--- config.mk ---
export PLATFORM = sky130hd
export DESIGN_NAME = nww_dist
export DESIGN_NICKNAME = d
export VERILOG_FILES = /design/src/rtl/assert_macros.svh /design/src/rtl/nww_pkg.sv /design/src/rtl/nww_dist.sv
export SDC_FILE = /design/constraint.sdc
export NUM_CORES = 2
export LEC_CHECK = 0
export BUFFER_PORTS_ARGS = -buffer_cell sky130_fd_sc_hd__buf_2
export CORE_MARGIN = 2
export CORE_UTILIZATION = 65
export DETAILED_ROUTE_END_ITERATION = 6
export GPL_ROUTABILITY_DRIVEN = 1
export PLACE_DENSITY_LB_ADDON = 0.08
export SETUP_SLACK_MARGIN = 0.5
export SLEW_MARGIN = 20
export SYNTH_ARGS = -nofsm -noshare
export SYNTH_HDL_FRONTEND = slang
export SYNTH_SLANG_ARGS = --single-unit
--- constraint.sdc ---
create_clock -name clk -period 14.1 [get_ports clk]
set_clock_uncertainty 0.2 [all_clocks]
set_input_delay 1.41 -clock clk [delete_from_list [all_inputs] [get_ports clk]]
set_output_delay 1.41 -clock clk [all_outputs]
set_load 0.05 [all_outputs]
--- src/rtl/assert_macros.svh ---
// Assertion macros used by the RTL.
`ifndef ASSERT_MACROS_SVH
`define ASSERT_MACROS_SVH

`ifndef NO_ASSERTIONS

// Property must hold at every rising clock edge outside reset.
`define NWW_ASSERT(lbl, ck, rn, prop) \
    lbl: assert property (@(posedge ck) disable iff (!rn) prop) \
        else $error("nww assertion failed");

// Condition must never be true outside reset.
`define NWW_ASSERT_NEVER(lbl, ck, rn, cond) \
    lbl: assert property (@(posedge ck) disable iff (!rn) !(cond)) \
        else $error("nww forbidden condition seen");

`else

`define NWW_ASSERT(lbl, ck, rn, prop)
`define NWW_ASSERT_NEVER(lbl, ck, rn, cond)

`endif

`endif

--- src/rtl/nww_pkg.sv ---
`timescale 1ns / 1ps

package nww_pkg;

    localparam int MAX_POINTS = 256;
    localparam int MAX_WINDOW = 32;

    localparam int IDX_W     = $clog2(MAX_POINTS);
    localparam int COUNT_W   = $clog2(MAX_POINTS + 1);
    localparam int WIN_W     = $clog2(MAX_WINDOW + 1);
    localparam int WSEL_W    = (MAX_WINDOW > 1) ? $clog2(MAX_WINDOW) : 1;
    localparam int COORD_W   = 32;
    localparam int DIST_W    = 2 * COORD_W + 1;
    localparam int OUT_IDX_W = 8;
    localparam int CFG_W     = 6;
    localparam int KIND_W    = 2;
    localparam int IN_DATA_W  = 2 * COORD_W;
    localparam int OUT_DATA_W = 2 * COORD_W + OUT_IDX_W;

    localparam logic [CFG_W-1:0] WL_RESET = 6'd32;

    typedef enum logic [KIND_W-1:0] {
        KIND_CLEAR  = 2'd0,
        KIND_APPEND = 2'd1,
        KIND_QUERY  = 2'd2
    } kind_t;

    typedef enum logic [2:0] {
        ST_IDLE = 3'b001,
        ST_SCAN = 3'b010,
        ST_EMIT = 3'b100
    } state_t;

    typedef struct packed {
        logic valid;
        logic last;
    } tag_t;

    typedef struct packed {
        logic [IDX_W-1:0]          idx;
        logic signed [COORD_W-1:0] y;
        logic signed [COORD_W-1:0] x;
    } point_t;

    typedef struct packed {
        logic capture;
        logic shift;
    } cell_ctl_t;

endpackage

--- src/rtl/nww_dist.sv ---
`timescale 1ns / 1ps

module nww_dist (
    input  logic                                   clk,
    input  logic                                   rst_n,
    input  nww_pkg::tag_t                          in_tag,
    input  nww_pkg::point_t                        in_pt,
    input  logic signed [nww_pkg::COORD_W-1:0]     qx,
    input  logic signed [nww_pkg::COORD_W-1:0]     qy,
    output nww_pkg::tag_t                          out_tag,
    output nww_pkg::point_t                        out_pt,
    output logic [nww_pkg::DIST_W-1:0]             out_dist
);

    localparam int CW = nww_pkg::COORD_W;

    logic [CW:0]        dx_a, dx_b, dy_a, dy_b;
    logic [CW-1:0]      magx_next, magy_next;
    logic [2*CW-1:0]    sqx_next, sqy_next;
    logic [nww_pkg::DIST_W-1:0] dist_next;

    nww_pkg::tag_t   tag_a_reg, tag_b_reg, tag_c_reg;
    nww_pkg::point_t pt_a_reg, pt_b_reg, pt_c_reg;
    logic [CW-1:0]   magx_reg, magy_reg;
    logic [2*CW-1:0] sqx_reg, sqy_reg;
    logic [nww_pkg::DIST_W-1:0] dist_reg;

    // both differences in parallel, pick the non-negative one
    assign dx_a = {in_pt.x[CW-1], in_pt.x} - {qx[CW-1], qx};
    assign dx_b = {qx[CW-1], qx} - {in_pt.x[CW-1], in_pt.x};
    assign dy_a = {in_pt.y[CW-1], in_pt.y} - {qy[CW-1], qy};
    assign dy_b = {qy[CW-1], qy} - {in_pt.y[CW-1], in_pt.y};

    assign magx_next = dx_a[CW] ? dx_b[CW-1:0] : dx_a[CW-1:0];
    assign magy_next = dy_a[CW] ? dy_b[CW-1:0] : dy_a[CW-1:0];

    assign sqx_next = magx_reg * magx_reg;
    assign sqy_next = magy_reg * magy_reg;

    assign dist_next = {1'b0, sqx_reg} + {1'b0, sqy_reg};

    always_ff @(posedge clk or negedge rst_n)
    begin
        if (!rst_n)
        begin
            tag_a_reg <= '0;
            tag_b_reg <= '0;
            tag_c_reg <= '0;
        end
        else
        begin
            tag_a_reg <= in_tag;
            tag_b_reg <= tag_a_reg;
            tag_c_reg <= tag_b_reg;
        end
    end

    always_ff @(posedge clk)
    begin
        pt_a_reg <= in_pt;
        magx_reg <= magx_next;
        magy_reg <= magy_next;
        pt_b_reg <= pt_a_reg;
        sqx_reg  <= sqx_next;
        sqy_reg  <= sqy_next;
        pt_c_reg <= pt_b_reg;
        dist_reg <= dist_next;
    end

    assign out_tag  = tag_c_reg;
    assign out_pt   = pt_c_reg;
    assign out_dist = dist_reg;

endmodule

After elaboration in Yosys (flattened, before gate mapping). Cells that the tools add are included.

Bits in registers: 479. Input bits: 140. Output and inout port bits: 139.

Add/subtract/negate cells: 5. Multipliers: 2. Mux-type cells: 2.

Operators with widths (number): multiplier 32 x 32 -> 64 bit (2); subtractor 32 x 32 -> 33 bit (2); adder 64 x 64 -> 65 bit (1); two-way mux 32 bit (2); subtractor 32 bit (2).

Depth between registers and ports, before layout.
Word-level depth: 2. Gate-level depth with buffers: 30. Depth with buffers taken out: 28.

Worst setup path before layout. Ideal clock, no wire load.

Path kind: register -> register. Start: reg magx_reg[2]. End: reg sqx_reg[62]. Setup time: 62 ps. Data arrival time: 7516 ps. Required time: 13838 ps. Setup slack: 6322 ps. Cell stages (with the launch flop): 29. Path buffers: 3. Clock period less this slack: 7778 ps. Path through: dfxtp_1 -> clkbuf_1 -> buf_1 -> nand2_1 -> fa_1 -> inv_1 -> fa_1 -> inv_1 -> fa_1 -> fa_1 -> inv_1 -> fa_1 -> inv_1 -> fa_1 -> inv_1 -> fa_1 -> fa_1 -> ha_1 -> buf_2 -> a21oi_1 -> o21ai_2 -> or2_1 -> or3b_1 -> o32ai_2 -> o21ai_2 -> o31ai_4 -> a21oi_2 -> or4_1 -> nand3_1.

Word-level cells in the longest chain between the ends: 1.

Ends and longest elaborated chain: start, declared (RTL line nww_dist.sv:24) `logic [CW-1:0] magx_reg, magy_reg;`; start signal, assigned (RTL line nww_dist.sv:61) `magx_reg <= magx_next;`; multiplier 32 x 32 -> 64 bit (RTL line nww_dist.sv:37) `assign sqx_next = magx_reg * magx_reg;`; via sqx_next[62] (RTL line nww_dist.sv:19) `logic [2*CW-1:0] sqx_next, sqy_next;`; end signal, assigned (RTL line nww_dist.sv:64) `sqx_reg <= sqx_next;`; end, declared (RTL line nww_dist.sv:25) `logic [2*CW-1:0] sqx_reg, sqy_reg;`.

The timed path passes the listed nets, and every way through them passes these cells.

Worst setup path in the final report.
Start: reg magx_reg[10]. End: reg sqx_reg[62].

Same word-level chain as after synthesis.

==> flow_summary.yaml <==
outcome:
  status: "complete, no violations"
timing:
  setup_viol: 0
  tns_ns: 0
  fin_ws_ns: 5.33
  min_period_ns: 8.77
  max_clock_freq_ghz: 0.114
  final_max_slew_viol_count: 0
  rsz0062_at_grt: "false"
  worstMarginPinSlew_ns: 1.09
  finalHoldViolations: 0
  post-route-period-util_pct: 62.2
  slew_headroom_pct: 27.1
synth:
  synth_mux_area_share_pct: 0.394
  ys.flop_type: "dfxtp_1"
  synth_warnings: 0
  synth_common_cells: "2095 x inv_1, 1588 x fa_1, 784 x ha_1, 650 x nand2_1, 481 x and2_1"
  yosysTopAreaCellShare_pct: 40.4
  synthArstFlopShare_pct: 1.26
  yosysMostFrequentCell: "inv_1"
  synth_fp_nets: 10900
  synth_cell_types: 96
  synthAdderAreaFrac_pct: 52.9
  synth-simple-area-share_pct: 10.6
  synth_edf_count: 0
  synth_top_family_by_area: "adder cells"
  synth-xor-area-share_pct: 3.52
  seq_area_frac_synth_pct: 12.2
  synth_area_leaders: "fa_1 40%, ha_1 12%, dfxtp_1 12%"
  ys_seq_elements: 477
  synthCells: 8342
  synth_compound_area_share_pct: 8.82
  syn_avg_cell_area_um2: 9.43
  yosys.area.top_type: "fa_1"
  syn-cell-area_um2: 78700
placement:
  place_ws_ns: 5.47
  dp_hpwl_mm: 159
  gp_congestion: 0.936
  portBuffers: 278
critical_path:
  crit_fanout: 20
  critPathArrivalTime_ns: 9.18
  critPathCaptureType: "register"
  cp.required_ns: 14.50
  start_kind: "register"
  crit_start: "magx_reg[10]"
  critical_path_class: "register to register"
  worstReg2RegStart: "magx_reg[10]"
floorplan:
  die_area_um2: 124000
  die_y_um: 352
  start_util_pct: 65.6
  die_w_um: 352
  coreArea_um2: 120000
  boundaryPins: 279
  fp-row-count: 127
clocking:
  hold_buffers: 0
  cts_resized: 0
  cts_tree: "built"
  h-tree-depth: 2
  clockRootBuffer: "clkbuf_16"
  cts_setup_buffers: 0
  cts_buffers: 55
  cts_sinks: 477
  clk_latency_ns: 0.67
  clkTransAtPathRegs_ns: 0.07
  cts_buffer_depth: 3
drt:
  wl_met3_mm: 16.8
  ant_nets: 0
  wl_per_cell_um: 19.9
  num_vias: 56500
  wl_met1_mm: 82.6
  route.detailed.drc: 0
  top_layer: "met5"
  vias_per_cell: 5.61
  drt-total-wl_mm: 200
  drtIter0Drc: 3664
  firstDrtPassIters: 7
  wl_met2_mm: 93.5
grt:
  grt_pass1_wl_mm: 328
  grt_util_all_layers_pct: 33.6
  grt_pass1_vias: 62200
  grt_start_max_net_pins: 50
  antenna_found_initial: 8
  grt.overflow.total: 0
finish:
  syn_to_final_growth_pct: 5.72
  nFillCells: 9561
  finalNetCount: 10900
  drive_gt1_share_pct: 6.34
worst_hold_path:
  hold_start: "pt_b_reg[28]"
  hold_path_class: "register to register"
job:
  cap_viol_max_count: 0
## routing by layer
metal / global-route usage [%] / vias up
li1: - / 25500
met4: 11.1 / 2
met1: 45.9 / 28400
met3: 6.03 / 437
met5: 0 / -
met2: 54.3 / 2214
## worst max-delay path: stages (launching register included)
cell and delay [ns]:
dfxtp_1 0.81, buf_4 0.43, nand2_1 0.19, fa_1 0.56, inv_1 0.05, fa_1 0.43
fa_1 0.57, inv_1 0.05, fa_1 0.47, inv_1 0.05, fa_1 0.49, inv_1 0.05
fa_1 0.53, inv_1 0.05, fa_1 0.40, fa_1 0.48, ha_1 0.42, a21oi_1 0.11
o21ai_2 0.20, or2_1 0.18, or3b_1 0.36, o32ai_2 0.36, o21ai_2 0.20, o31ai_4 0.35
a21oi_2 0.10, or4_1 0.48, nand3_1 0.10
## layout by cell type (no fill, tap or decap), drive strengths merged, types with 55 or more instances in the layout
master	instances
inv	2107
buf	337
nand4	65
and2	482
xnor2	183
a31oi	55
a21oi	313
clkbuf	66
nand2	651
fa	1588
ha	784
nor2	210
a21o	190
dfxtp	471
o21ai	179
o21bai	62
xor2	133
## cell families (layout without fill, tap and decap cells)
logic type                 Yosys count  in the layout
buffers and inverters             2419           2535
adders and majority gates         2372           2372
and+or+nand+nor                   1682           1682
AOI/OAI and AO/OA                 1046           1046
DFF                                477            477
xor gates and xnor gates           316            316
muxes                               30             30
other                                0              9
## stage by stage
step / instances / hold slack [ns] / area [µm²] / util (%)
after global routing: 10100 / 0.127 / 83200 / 69.3
after global placement: 9968 / 0.110 / 81300 / 67.7
final: 10100 / 0.119 / 83200 / 69.3
after detailed placement: 9968 / 0.112 / 81300 / 67.7
after CTS: 10100 / 0.119 / 83200 / 69.3
after floorplan: 8342 / 0.110 / 78700 / -
## cell type report
class,count,area (µm²),share of cell area [%]
multi-input cells,5446,59900,72.1
well taps,1612,2020,2.42
clock inverters,36,410,0.493
repair buffers,337,1830,2.21
inverters,2096,7870,9.46
clock buffers,66,1490,1.79
flip-flops and latches,477,9600,11.5
diodes,9,22.5,0.0271
## final timing paths
check,depth (start not counted),endpoint,slack [ns]
min in group asynchronous,1,tag_b_reg[1],0.36
worst min register to register,0,out_pt[28],0.12
worst max register to register,26,sqx_reg[62],5.33
worst max-delay path,26,sqx_reg[62],5.33
worst min-delay path,0,out_pt[28],0.12
max in group asynchronous,1,tag_b_reg[0],13.20
Power is left out: the tool's default activity adds up to more than one toggle a clock period on the data nets, which glitch-free logic cannot reach.
