$ cat src/rtl/assert_macros.svh
// Assertion macros used by the RTL.
`ifndef ASSERT_MACROS_SVH
`define ASSERT_MACROS_SVH

`ifndef NO_ASSERTIONS

// Property must hold at every rising clock edge outside reset.
`define NWW_ASSERT(lbl, ck, rn, prop) \
    lbl: assert property (@(posedge ck) disable iff (!rn) prop) \
        else $error("nww assertion failed");

// Condition must never be true outside reset.
`define NWW_ASSERT_NEVER(lbl, ck, rn, cond) \
    lbl: assert property (@(posedge ck) disable iff (!rn) !(cond)) \
        else $error("nww forbidden condition seen");

`else

`define NWW_ASSERT(lbl, ck, rn, prop)
`define NWW_ASSERT_NEVER(lbl, ck, rn, cond)

`endif

`endif

$ cat src/rtl/nww_pkg.sv
`timescale 1ns / 1ps

package nww_pkg;

    localparam int MAX_POINTS = 256;
    localparam int MAX_WINDOW = 32;

    localparam int IDX_W     = $clog2(MAX_POINTS);
    localparam int COUNT_W   = $clog2(MAX_POINTS + 1);
    localparam int WIN_W     = $clog2(MAX_WINDOW + 1);
    localparam int WSEL_W    = (MAX_WINDOW > 1) ? $clog2(MAX_WINDOW) : 1;
    localparam int COORD_W   = 32;
    localparam int DIST_W    = 2 * COORD_W + 1;
    localparam int OUT_IDX_W = 8;
    localparam int CFG_W     = 6;
    localparam int KIND_W    = 2;
    localparam int IN_DATA_W  = 2 * COORD_W;
    localparam int OUT_DATA_W = 2 * COORD_W + OUT_IDX_W;

    localparam logic [CFG_W-1:0] WL_RESET = 6'd32;

    typedef enum logic [KIND_W-1:0] {
        KIND_CLEAR  = 2'd0,
        KIND_APPEND = 2'd1,
        KIND_QUERY  = 2'd2
    } kind_t;

    typedef enum logic [2:0] {
        ST_IDLE = 3'b001,
        ST_SCAN = 3'b010,
        ST_EMIT = 3'b100
    } state_t;

    typedef struct packed {
        logic valid;
        logic last;
    } tag_t;

    typedef struct packed {
        logic [IDX_W-1:0]          idx;
        logic signed [COORD_W-1:0] y;
        logic signed [COORD_W-1:0] x;
    } point_t;

    typedef struct packed {
        logic capture;
        logic shift;
    } cell_ctl_t;

endpackage

$ cat src/rtl/nww_cell.sv
`timescale 1ns / 1ps

module nww_cell (
    input  logic                clk,
    input  nww_pkg::cell_ctl_t  ctl,
    input  nww_pkg::point_t     stream_pt,
    input  nww_pkg::point_t     nbr_pt,
    output nww_pkg::point_t     pt
);

    nww_pkg::point_t pt_reg;
    nww_pkg::point_t pt_next;

    always_comb
    begin
        pt_next = pt_reg;
        if (ctl.capture)
        begin
            pt_next = stream_pt;
        end
        else if (ctl.shift)
        begin
            pt_next = nbr_pt;
        end
    end

    always_ff @(posedge clk)
    begin
        pt_reg <= pt_next;
    end

    assign pt = pt_reg;

endmodule

$ cat config.mk
export PLATFORM = sky130hd
export DESIGN_NAME = nww_cell
export DESIGN_NICKNAME = d
export VERILOG_FILES = /design/src/rtl/assert_macros.svh /design/src/rtl/nww_pkg.sv /design/src/rtl/nww_cell.sv
export SDC_FILE = /design/constraint.sdc
export NUM_CORES = 1
export LEC_CHECK = 0
export ABC_AREA = 1
export BUFFER_PORTS_ARGS = -buffer_cell sky130_fd_sc_hd__buf_4
export CELL_PAD_IN_SITES_DETAIL_PLACEMENT = 2
export CELL_PAD_IN_SITES_GLOBAL_PLACEMENT = 2
export CORE_MARGIN = 2
export CORE_UTILIZATION = 22
export DETAILED_ROUTE_END_ITERATION = 16
export PLACE_DENSITY = 0.82
export SYNTH_ARGS = -nofsm -noshare
export SYNTH_HDL_FRONTEND = slang
export SYNTH_SLANG_ARGS = --single-unit
$ cat constraint.sdc
create_clock -name clk -period 2.41 [get_ports clk]
set_clock_uncertainty 0.05 [all_clocks]
set_input_delay 0.482 -clock clk [delete_from_list [all_inputs] [get_ports clk]]
set_output_delay 0.482 -clock clk [all_outputs]
set_load 0.02 [all_outputs]
**After elaboration in Yosys (flattened, before gate mapping)**

Cells that the tools add are included.

- Logic and storage cells: 6
- Flip-flop bits (word level): 72
- Bits of input ports: 147
- Output and inout bits: 72

- Reduce and logical (&&, ||, !) cells: 1
- Multiplexer cells: 2

Operators by type and width:

| operator | number |
|---|---|
| $mux 72 | 2 |
| $reduce_bool 2->1 | 1 |

**Longest topological paths before layout**

Gate-level depths: netlist (run 1).

- Word-level depth: 2
- Depth in mapped cells: 4
- Gate-level depth less buffers: 3

**Least setup slack after synthesis (run 1)**

No wires, ideal clock.

- Kind: input port to flip-flop
- Start point: in ctl[1] in the netlist's numbering
- End point: reg pt_reg, in the netlist pt[0], enable pin
- Data required time: 1.961 ns
- Stages: 2
- Arrival: 1.565 ns
- Slack: 0.396 ns
- Buffers on the path: 1
- Library setup time: 0.399 ns
- Cells stage by stage: clkbuf_8 or2_2

- Word-level cells in the longest chain between the ends: 1

Ends and longest elaborated chain:

| item | RTL line | source |
|---|---|---|
| start, declared | nww_cell.sv:5 | `input nww_pkg::cell_ctl_t ctl,` |
| $reduce_bool 2->1 (no line) | -- |  |
| end signal, assigned | nww_cell.sv:29 | `pt_reg <= pt_next;` |
| end, declared | nww_cell.sv:11 | `nww_pkg::point_t pt_reg;` |

No other way between the ends.
A chain may end at the register's enable or synchronous reset.

==> results of run 1 <==
==> where the power goes <==
group / switching (uW) / internal [uW]
Sequential: 40.3 / 1540
Combinational: 396 / 358
Clock: 458 / 675
Total: 894 / 2570
==> through the flow <==
step	power, uW	instance area [um^2]	util [%]	setup slack [ns]	std cells
after floorplan	1930	3130	-	0.396	305
after global placement	2350	4880	35.2	0.453	691
after detailed placement	2380	4880	35.2	0.375	691
after CTS	3540	5120	36.9	0.718	704
after global routing	3650	5120	36.9	0.579	704
final	3470	5120	36.9	0.767	704
==> logic make-up after synthesis <==
logic type | Yosys count
and+or+nand+nor | 217
buffers and inverters | 16
DFF | 72
==> layer usage <==
layer	vias to the layer above	track usage (%)
li1	1410	-
met1	1364	14.3
met2	138	27.0
met3	26	5.26
met4	0	8.52
met5	-	0
==> final cells by class <==
cell class,count,area share (%)
clock buffer,11,4.54
clock inverter,2,0.195
inverter,1,0.0732
multi-input combinational,217,16.0
sequential,72,42.2
tap,180,4.39
timing repair buffer,221,32.6
==> cells in the final DEF (no fill, tap or decap) <==
| cell type | instances |
|---|---|
| sky130_fd_sc_hd__edfxtp_1 | 72 |
| sky130_fd_sc_hd__nand2_1 | 216 |
| sky130_fd_sc_hd__clkbuf_16 | 9 |
| sky130_fd_sc_hd__buf_12 | 1 |
| sky130_fd_sc_hd__or2_4 | 1 |
| sky130_fd_sc_hd__inv_2 | 1 |
| sky130_fd_sc_hd__clkinv_2 | 2 |
| sky130_fd_sc_hd__clkbuf_1 | 2 |
| sky130_fd_sc_hd__buf_4 | 220 |
==> worst min path at each step <==
stage	from	endpoint	slack (ns)	cells past startpoint
floorplan	nbr_pt[0]	pt[0]$_DFFE_PP_	0.61	2
global placement	nbr_pt[5]	pt[5]$_DFFE_PP_	0.70	3
detailed placement	nbr_pt[31]	pt[31]$_DFFE_PP_	0.70	3
CTS	nbr_pt[31]	pt[31]$_DFFE_PP_	0.35	3
global route	stream_pt[8]	pt[8]$_DFFE_PP_	0.36	3
finish	nbr_pt[71]	pt[71]$_DFFE_PP_	0.37	3
==> critical path, stage by stage <==
cell and delay, ns:
sky130_fd_sc_hd__buf_4 0.12, sky130_fd_sc_hd__inv_2 0.84, sky130_fd_sc_hd__nand2_1 0.13, sky130_fd_sc_hd__nand2_1 0.13
==> flow_summary.rst, run 1 <==
.. list-table::
   :header-rows: 1

   * - Metric
     - Value
   * - Status
     - completed
   * - Total power density per cell area
     - 677 nW/um^2
   * - Count of distinct cell types in the synthesized netlist
     - 6
   * - Category of the most critical setup path
     - primary input to flop
   * - Final critical path time including I/O delays and setup
     - 1.64 ns
   * - Arrival time at the worst endpoint
     - 1.78 ns
   * - Synth Warn #
     - 0
   * - Post-Route Setup TNS
     - 0 ns
   * - Total area of multi-input combinational cells
     - 820 um^2
   * - Share of post-route cells with drive strength above 1
     - 44.7%
   * - Routed length on met2
     - 5880 um
   * - Vias per Instance
     - 4.17
   * - Total length of routed met3 wires
     - 1050 um
   * - Per-instance average area after synthesis
     - 10.3 um^2
   * - Wire length of the first global-routing pass
     - 16600 um
   * - Peak supply drop
     - 0.000254 V
   * - Fin nets
     - 669
   * - Fraction of synthesized cell area in xor and xnor cells
     - 0%
   * - Class of the tightest hold or removal check
     - primary input to flop
   * - Timing-limited maximum frequency
     - 609 MHz
   * - Vias in the first global route
     - 3285
   * - Slew @ Worst Pin
     - 1.22 ns
   * - Relative slew slack
     - 18.6%
   * - Die outline width
     - 123 um
   * - Number of buffers inserted by port buffering
     - 218
   * - GRT Resource Usage Total
     - 14.8%
   * - Total clock sinks
     - 72
   * - Routability Congestion
     - 0.742
   * - DR pass1 iterations
     - 4
   * - Max Root-Sink Buffers
     - 2
   * - Number of flip-flops under the largest register name
     - 72
   * - Share of the synthesized area in compound gates (AO/OA/AOI/OAI)
     - 0%
   * - Effective utilization at floorplan
     - 22.5%
   * - Post-CTS setup buffers
     - 0
   * - Number of core rows
     - 43
   * - Critical path launch point type
     - primary input
   * - Main combinational cell family by area after synthesis
     - simple AND/OR/NAND/NOR gates
   * - Number of antenna-violating nets in the routed design
     - 0
   * - Worst setup path endpoint
     - pt[12]$_DFFE_PP_
   * - CP Launch Point
     - ctl[1]
   * - Cts repair resizes
     - 0
   * - Avg WL per Cell
     - 15.8 um
   * - Antenna violations before repair
     - 0
   * - Final hold slack
     - 0.370 ns
   * - Capturing element type of the critical path
     - flop
   * - CP required
     - 2.55 ns
   * - HPWL after detailed placement
     - 8480 um
   * - Die H
     - 123 um
   * - Largest area contributor in the synthesized netlist
     - sky130_fd_sc_hd__edfxtp_1
   * - TritonCTS clock tree
     - done
   * - Number of standard cells after synthesis
     - 305
   * - Antenna diode count
     - 0
   * - Netlist area before placement
     - 3130 um^2
   * - Routed via count
     - 2938
   * - Share of synthesized area occupied by flip-flops and latches
     - 69.1%
   * - Final setup violation count
     - 0
   * - DRC violations left
     - 0
   * - I/O pin total
     - 219
   * - Count of hold buffers inserted by post-cts repair
     - 0
   * - Reported leakage power
     - 0.00257 uW
   * - Largest fanout of any net on the critical path
     - 72
   * - H-tree depth reported by CTS
     - 3
   * - Flip-flop and latch count after synthesis
     - 72
   * - Most common cell in the netlist
     - sky130_fd_sc_hd__nand2_1
   * - Routed WL
     - 11100 um
   * - Pins over their slew limit
     - 0
   * - DRT iter0 DRCs
     - 114
   * - Top area cells in the synthesized netlist
     - sky130_fd_sc_hd__edfxtp_1 (69%), sky130_fd_sc_hd__nand2_1 (26%), sky130_fd_sc_hd__clkbuf_8 (3.5%)
   * - Clock-pin slew on the worst setup and hold paths
     - 0.05 ns
   * - EDFF count, synth
     - 72
   * - Area fraction in and, or, nand and nor cells after synthesis
     - 26.1%
   * - Core area
     - 13900 um^2
   * - Number of hold violations in the final report
     - 0
   * - # fillers
     - 1566
   * - Total congestion overflow after global routing
     - 0
   * - RSZ-0062 raised after global routing
     - false
   * - Net count after synthesis
     - 452
   * - TritonCTS buffer count
     - 9
   * - Number of max-cap violations
     - 0
   * - Share of the synthesized area in the top cell type
     - 69.1%
   * - CTS Root Cell
     - sky130_fd_sc_hd__clkbuf_16
   * - Post-Synth Adder-Cell Area
     - 0%
   * - Most numerous cell types in the synthesized netlist
     - sky130_fd_sc_hd__nand2_1 (216), sky130_fd_sc_hd__edfxtp_1 (72), sky130_fd_sc_hd__clkbuf_8 (8), sky130_fd_sc_hd__buf_2 (7)
   * - Fraction of registers with async set or reset after synthesis
     - 0%
   * - Highest routed layer
     - met4
   * - Flip-flop and latch area
     - 2160 um^2
   * - Primary FF master, synth
     - sky130_fd_sc_hd__edfxtp_1
   * - Multiplexer share of the synthesized area
     - 0%
   * - Area grow syn2layout
     - 63.8%
   * - Total Die Area
     - 15200 um^2
   * - Largest net degree at the start of global routing
     - 73
   * - Routed length on met1
     - 3830 um
   * - Final cycle utilization of the critical path
     - 68.2%
Note: power is estimated with default switching activity, not from simulation.
==> run 2: changes to the inputs <==
- clock period: 2.41 -> 1.6 ns (I/O delays scaled with it)
==> flow_summary.rst, run 2 (synthesized netlist as in run 1, its figures left out) <==
.. list-table::
   :header-rows: 1

   * - Metric
     - Value
   * - Status
     - completed
   * - GRT busiest layer
     - met2
   * - Final core utilization
     - 37.1% (+0.16 points)
   * - DRC violations left
     - 0 (unchanged)
   * - Total Die Area
     - 15200 um^2 (unchanged)
   * - Largest fanout of any net on the critical path
     - 1 (-99%)
   * - Post-Route Setup TNS
     - 0 ns (unchanged)
   * - Count of hold buffers inserted by post-cts repair
     - 0 (unchanged)
   * - Class of the tightest hold or removal check
     - primary input to flop
   * - Antenna violations before repair
     - 0 (unchanged)
   * - Number of cells on the worst hold path
     - 3 (unchanged)
   * - Reported leakage power
     - 0.00258 uW (+0.32%)
   * - HPWL after detailed placement
     - 8490 um (+0.12%)
   * - Number of flip-flops under the largest register name
     - 72 (unchanged)
   * - Die H
     - 123 um (unchanged)
   * - Sw Ratio
     - 26.0% (+0.22 points)
   * - Total buffers and inverters traversed by the critical path
     - 1 (-1)
   * - Area grow syn2layout
     - 64.6%
   * - Final setup violation count
     - 0 (unchanged)
   * - Cells along the critical path
     - buf_4
   * - Slew @ Worst Pin
     - 0.422 ns (-0.799 ns)
   * - H-tree depth reported by CTS
     - 3 (unchanged)
   * - Category of the most critical setup path
     - flop to output port
   * - RSZ-0062 raised after global routing
     - false
   * - Routed WL
     - 11100 um (-0.66%)
   * - CP required
     - 1.23 ns (-1.32 ns)
   * - Critical path launch point type
     - flop
   * - # fillers
     - 1554 (-0.77%)
   * - I/O pin total
     - 219 (unchanged)
   * - TritonCTS buffer count
     - 9 (unchanged)
   * - Relative slew slack
     - 71.8% (+53 points)
   * - Number of max-cap violations
     - 0 (unchanged)
   * - Pins over their slew limit
     - 0 (unchanged)
   * - Arrival time at the worst endpoint
     - 0.92 ns (-0.86 ns)
   * - Number of antenna-violating nets in the routed design
     - 0 (unchanged)
   * - Vias in the first global route
     - 3142 (-4.4%)
   * - Share of post-route cells with drive strength above 1
     - 44.5% (-0.17 points)
   * - Avg WL per Cell
     - 15.7 um (-0.95%)
   * - Timing-limited maximum frequency
     - 776 MHz
   * - Final critical path time including I/O delays and setup
     - 1.29 ns
   * - Gate power share
     - 21.8% (about the same)
   * - Cts repair resizes
     - 0 (unchanged)
   * - DR pass1 iterations
     - 4 (unchanged)
   * - Vias per Instance
     - 4.17 (-0.18%)
   * - Internal power
     - 3890 uW (+51%)
   * - Highest cell delay on the worst timing path
     - 0.42 ns (-0.42 ns)
   * - Hold Crit Start
     - nbr_pt[29]
   * - GRT Resource Usage Total
     - 14.4% (-0.35 points)
   * - Fraction of met1 tracks used by global routing
     - 16.4% (+2.1 points)
   * - Fin nets
     - 670 (+0.15%)
   * - Total power density per cell area
     - 1020 nW/um^2 (+51%)
   * - Largest net degree at the start of global routing
     - 73 (unchanged)
   * - Effective utilization at floorplan
     - 22.5% (unchanged)
   * - Grt met3 use
     - 4.70% (-0.55 points)
   * - Antenna diode count
     - 0 (unchanged)
   * - Gate family responsible for the most delay along the worst path
     - flip-flops
   * - Die outline width
     - 123 um (unchanged)
   * - Capturing element type of the critical path
     - output port
   * - TritonCTS clock tree
     - done
   * - Clock-pin slew on the worst setup and hold paths
     - 0.06 ns (about the same)
   * - Post-CTS setup buffers
     - 0 (unchanged)
   * - Final cycle utilization of the critical path
     - 80.6%
   * - Hold Path Sink
     - pt[29]$_DFFE_PP_
   * - Peak supply drop
     - 0.000407 V (+60%)
   * - Global Route met2 Usage
     - 25.6% (-1.4 points)
   * - Routed via count
     - 2941 (+0.10%)
   * - Wire length of the first global-routing pass
     - 16600 um (-0.21%)
   * - Max Root-Sink Buffers
     - 2 (unchanged)
   * - Final hold slack
     - 0.213 ns (-0.157 ns)
   * - Number of buffers inserted by port buffering
     - 218 (unchanged)
   * - Number of core rows
     - 43 (unchanged)
   * - Slowest-stage cell, CP
     - sky130_fd_sc_hd__edfxtp_1
   * - Commonest cells after routing, fill and taps aside
     - sky130_fd_sc_hd__buf_4 (220), sky130_fd_sc_hd__nand2_1 (216), sky130_fd_sc_hd__edfxtp_1 (72)
   * - Total clock sinks
     - 72 (unchanged)
   * - CTS Root Cell
     - sky130_fd_sc_hd__clkbuf_16
   * - Number of hold violations in the final report
     - 0 (unchanged)
   * - Most frequent standard cell in the layout excluding fill and tap cells
     - sky130_fd_sc_hd__buf_4
   * - Core area
     - 13900 um^2 (unchanged)
   * - Routability Congestion
     - 0.756 (+1.9%)
   * - Power share of the clock group
     - 32.9% (+0.2 points)
   * - Total congestion overflow after global routing
     - 0 (unchanged)
   * - Switch Pwr
     - 1370 uW (+53%)
   * - DRT iter0 DRCs
     - 232 (+100%)
   * - Sequential fraction of design power
     - 45.3% (-0.3 points)
==> run 2: cell types whose count changed in the layout (fill, tap and decap cells not counted), sizes merged <==
cell	change
buf	+1
clkbuf	+1
==> run 2: power by group through the flow <==
stage / logic [uW] / registers, uW / clock network [uW]
3_3_place_gp: 1140 / 2410 / 0
6_report: 1140 / 2380 / 1730
5_1_grt: 1240 / 2400 / 1870
3_5_place_dp: 1170 / 2430 / 0
4_1_cts: 1170 / 2390 / 1800
2_1_floorplan: 215 / 2690 / 0
==> run 2: layout make-up <==
type / instances / area, um^2 / share of cell area [%]
clock inverter: 2 / 8.76 / 0.170
multi-input combinational: 217 / 820 / 15.9
sequential: 72 / 2160 / 42.0
clock buffer: 12 / 236 / 4.59
inverter: 1 / 3.75 / 0.0729
tap: 180 / 225 / 4.38
timing repair buffer: 222 / 1690 / 32.9
==> run 2: routing by layer <==
metal | wire, um | vias to the layer above
met5 | 0 | -
met4 | 151 | 0
met3 | 1030 | 10
met2 | 5720 | 126
met1 | 4160 | 1394
li1 | - | 1411
==> run 2: worst max-delay path by stage <==
stage	start	to	slack (ns)	cells after the start
final	pt[27]$_DFFE_PP_	pt[27]	0.31	1
after global routing	pt[27]$_DFFE_PP_	pt[27]	0.27	1
after CTS	pt[27]$_DFFE_PP_	pt[27]	0.27	1
after detailed placement	ctl[1]	pt[22]$_DFFE_PP_	0.26	3
after global placement	ctl[1]	pt[35]$_DFFE_PP_	0.28	3
after floorplan	ctl[1]	pt[0]$_DFFE_PP_	0.10	2
==> run 2: metrics by stage <==
stage | setup slack (ns) | std cells | power, uW | instance area [um^2]
detailed placement | 0.262 | 692 | 3590 | 4900
finish | 0.311 | 706 | 5250 | 5150
global route | 0.273 | 706 | 5500 | 5150
global placement | 0.283 | 692 | 3550 | 4900
CTS | 0.271 | 706 | 5350 | 5150
floorplan | 0.102 | 305 | 2900 | 3130
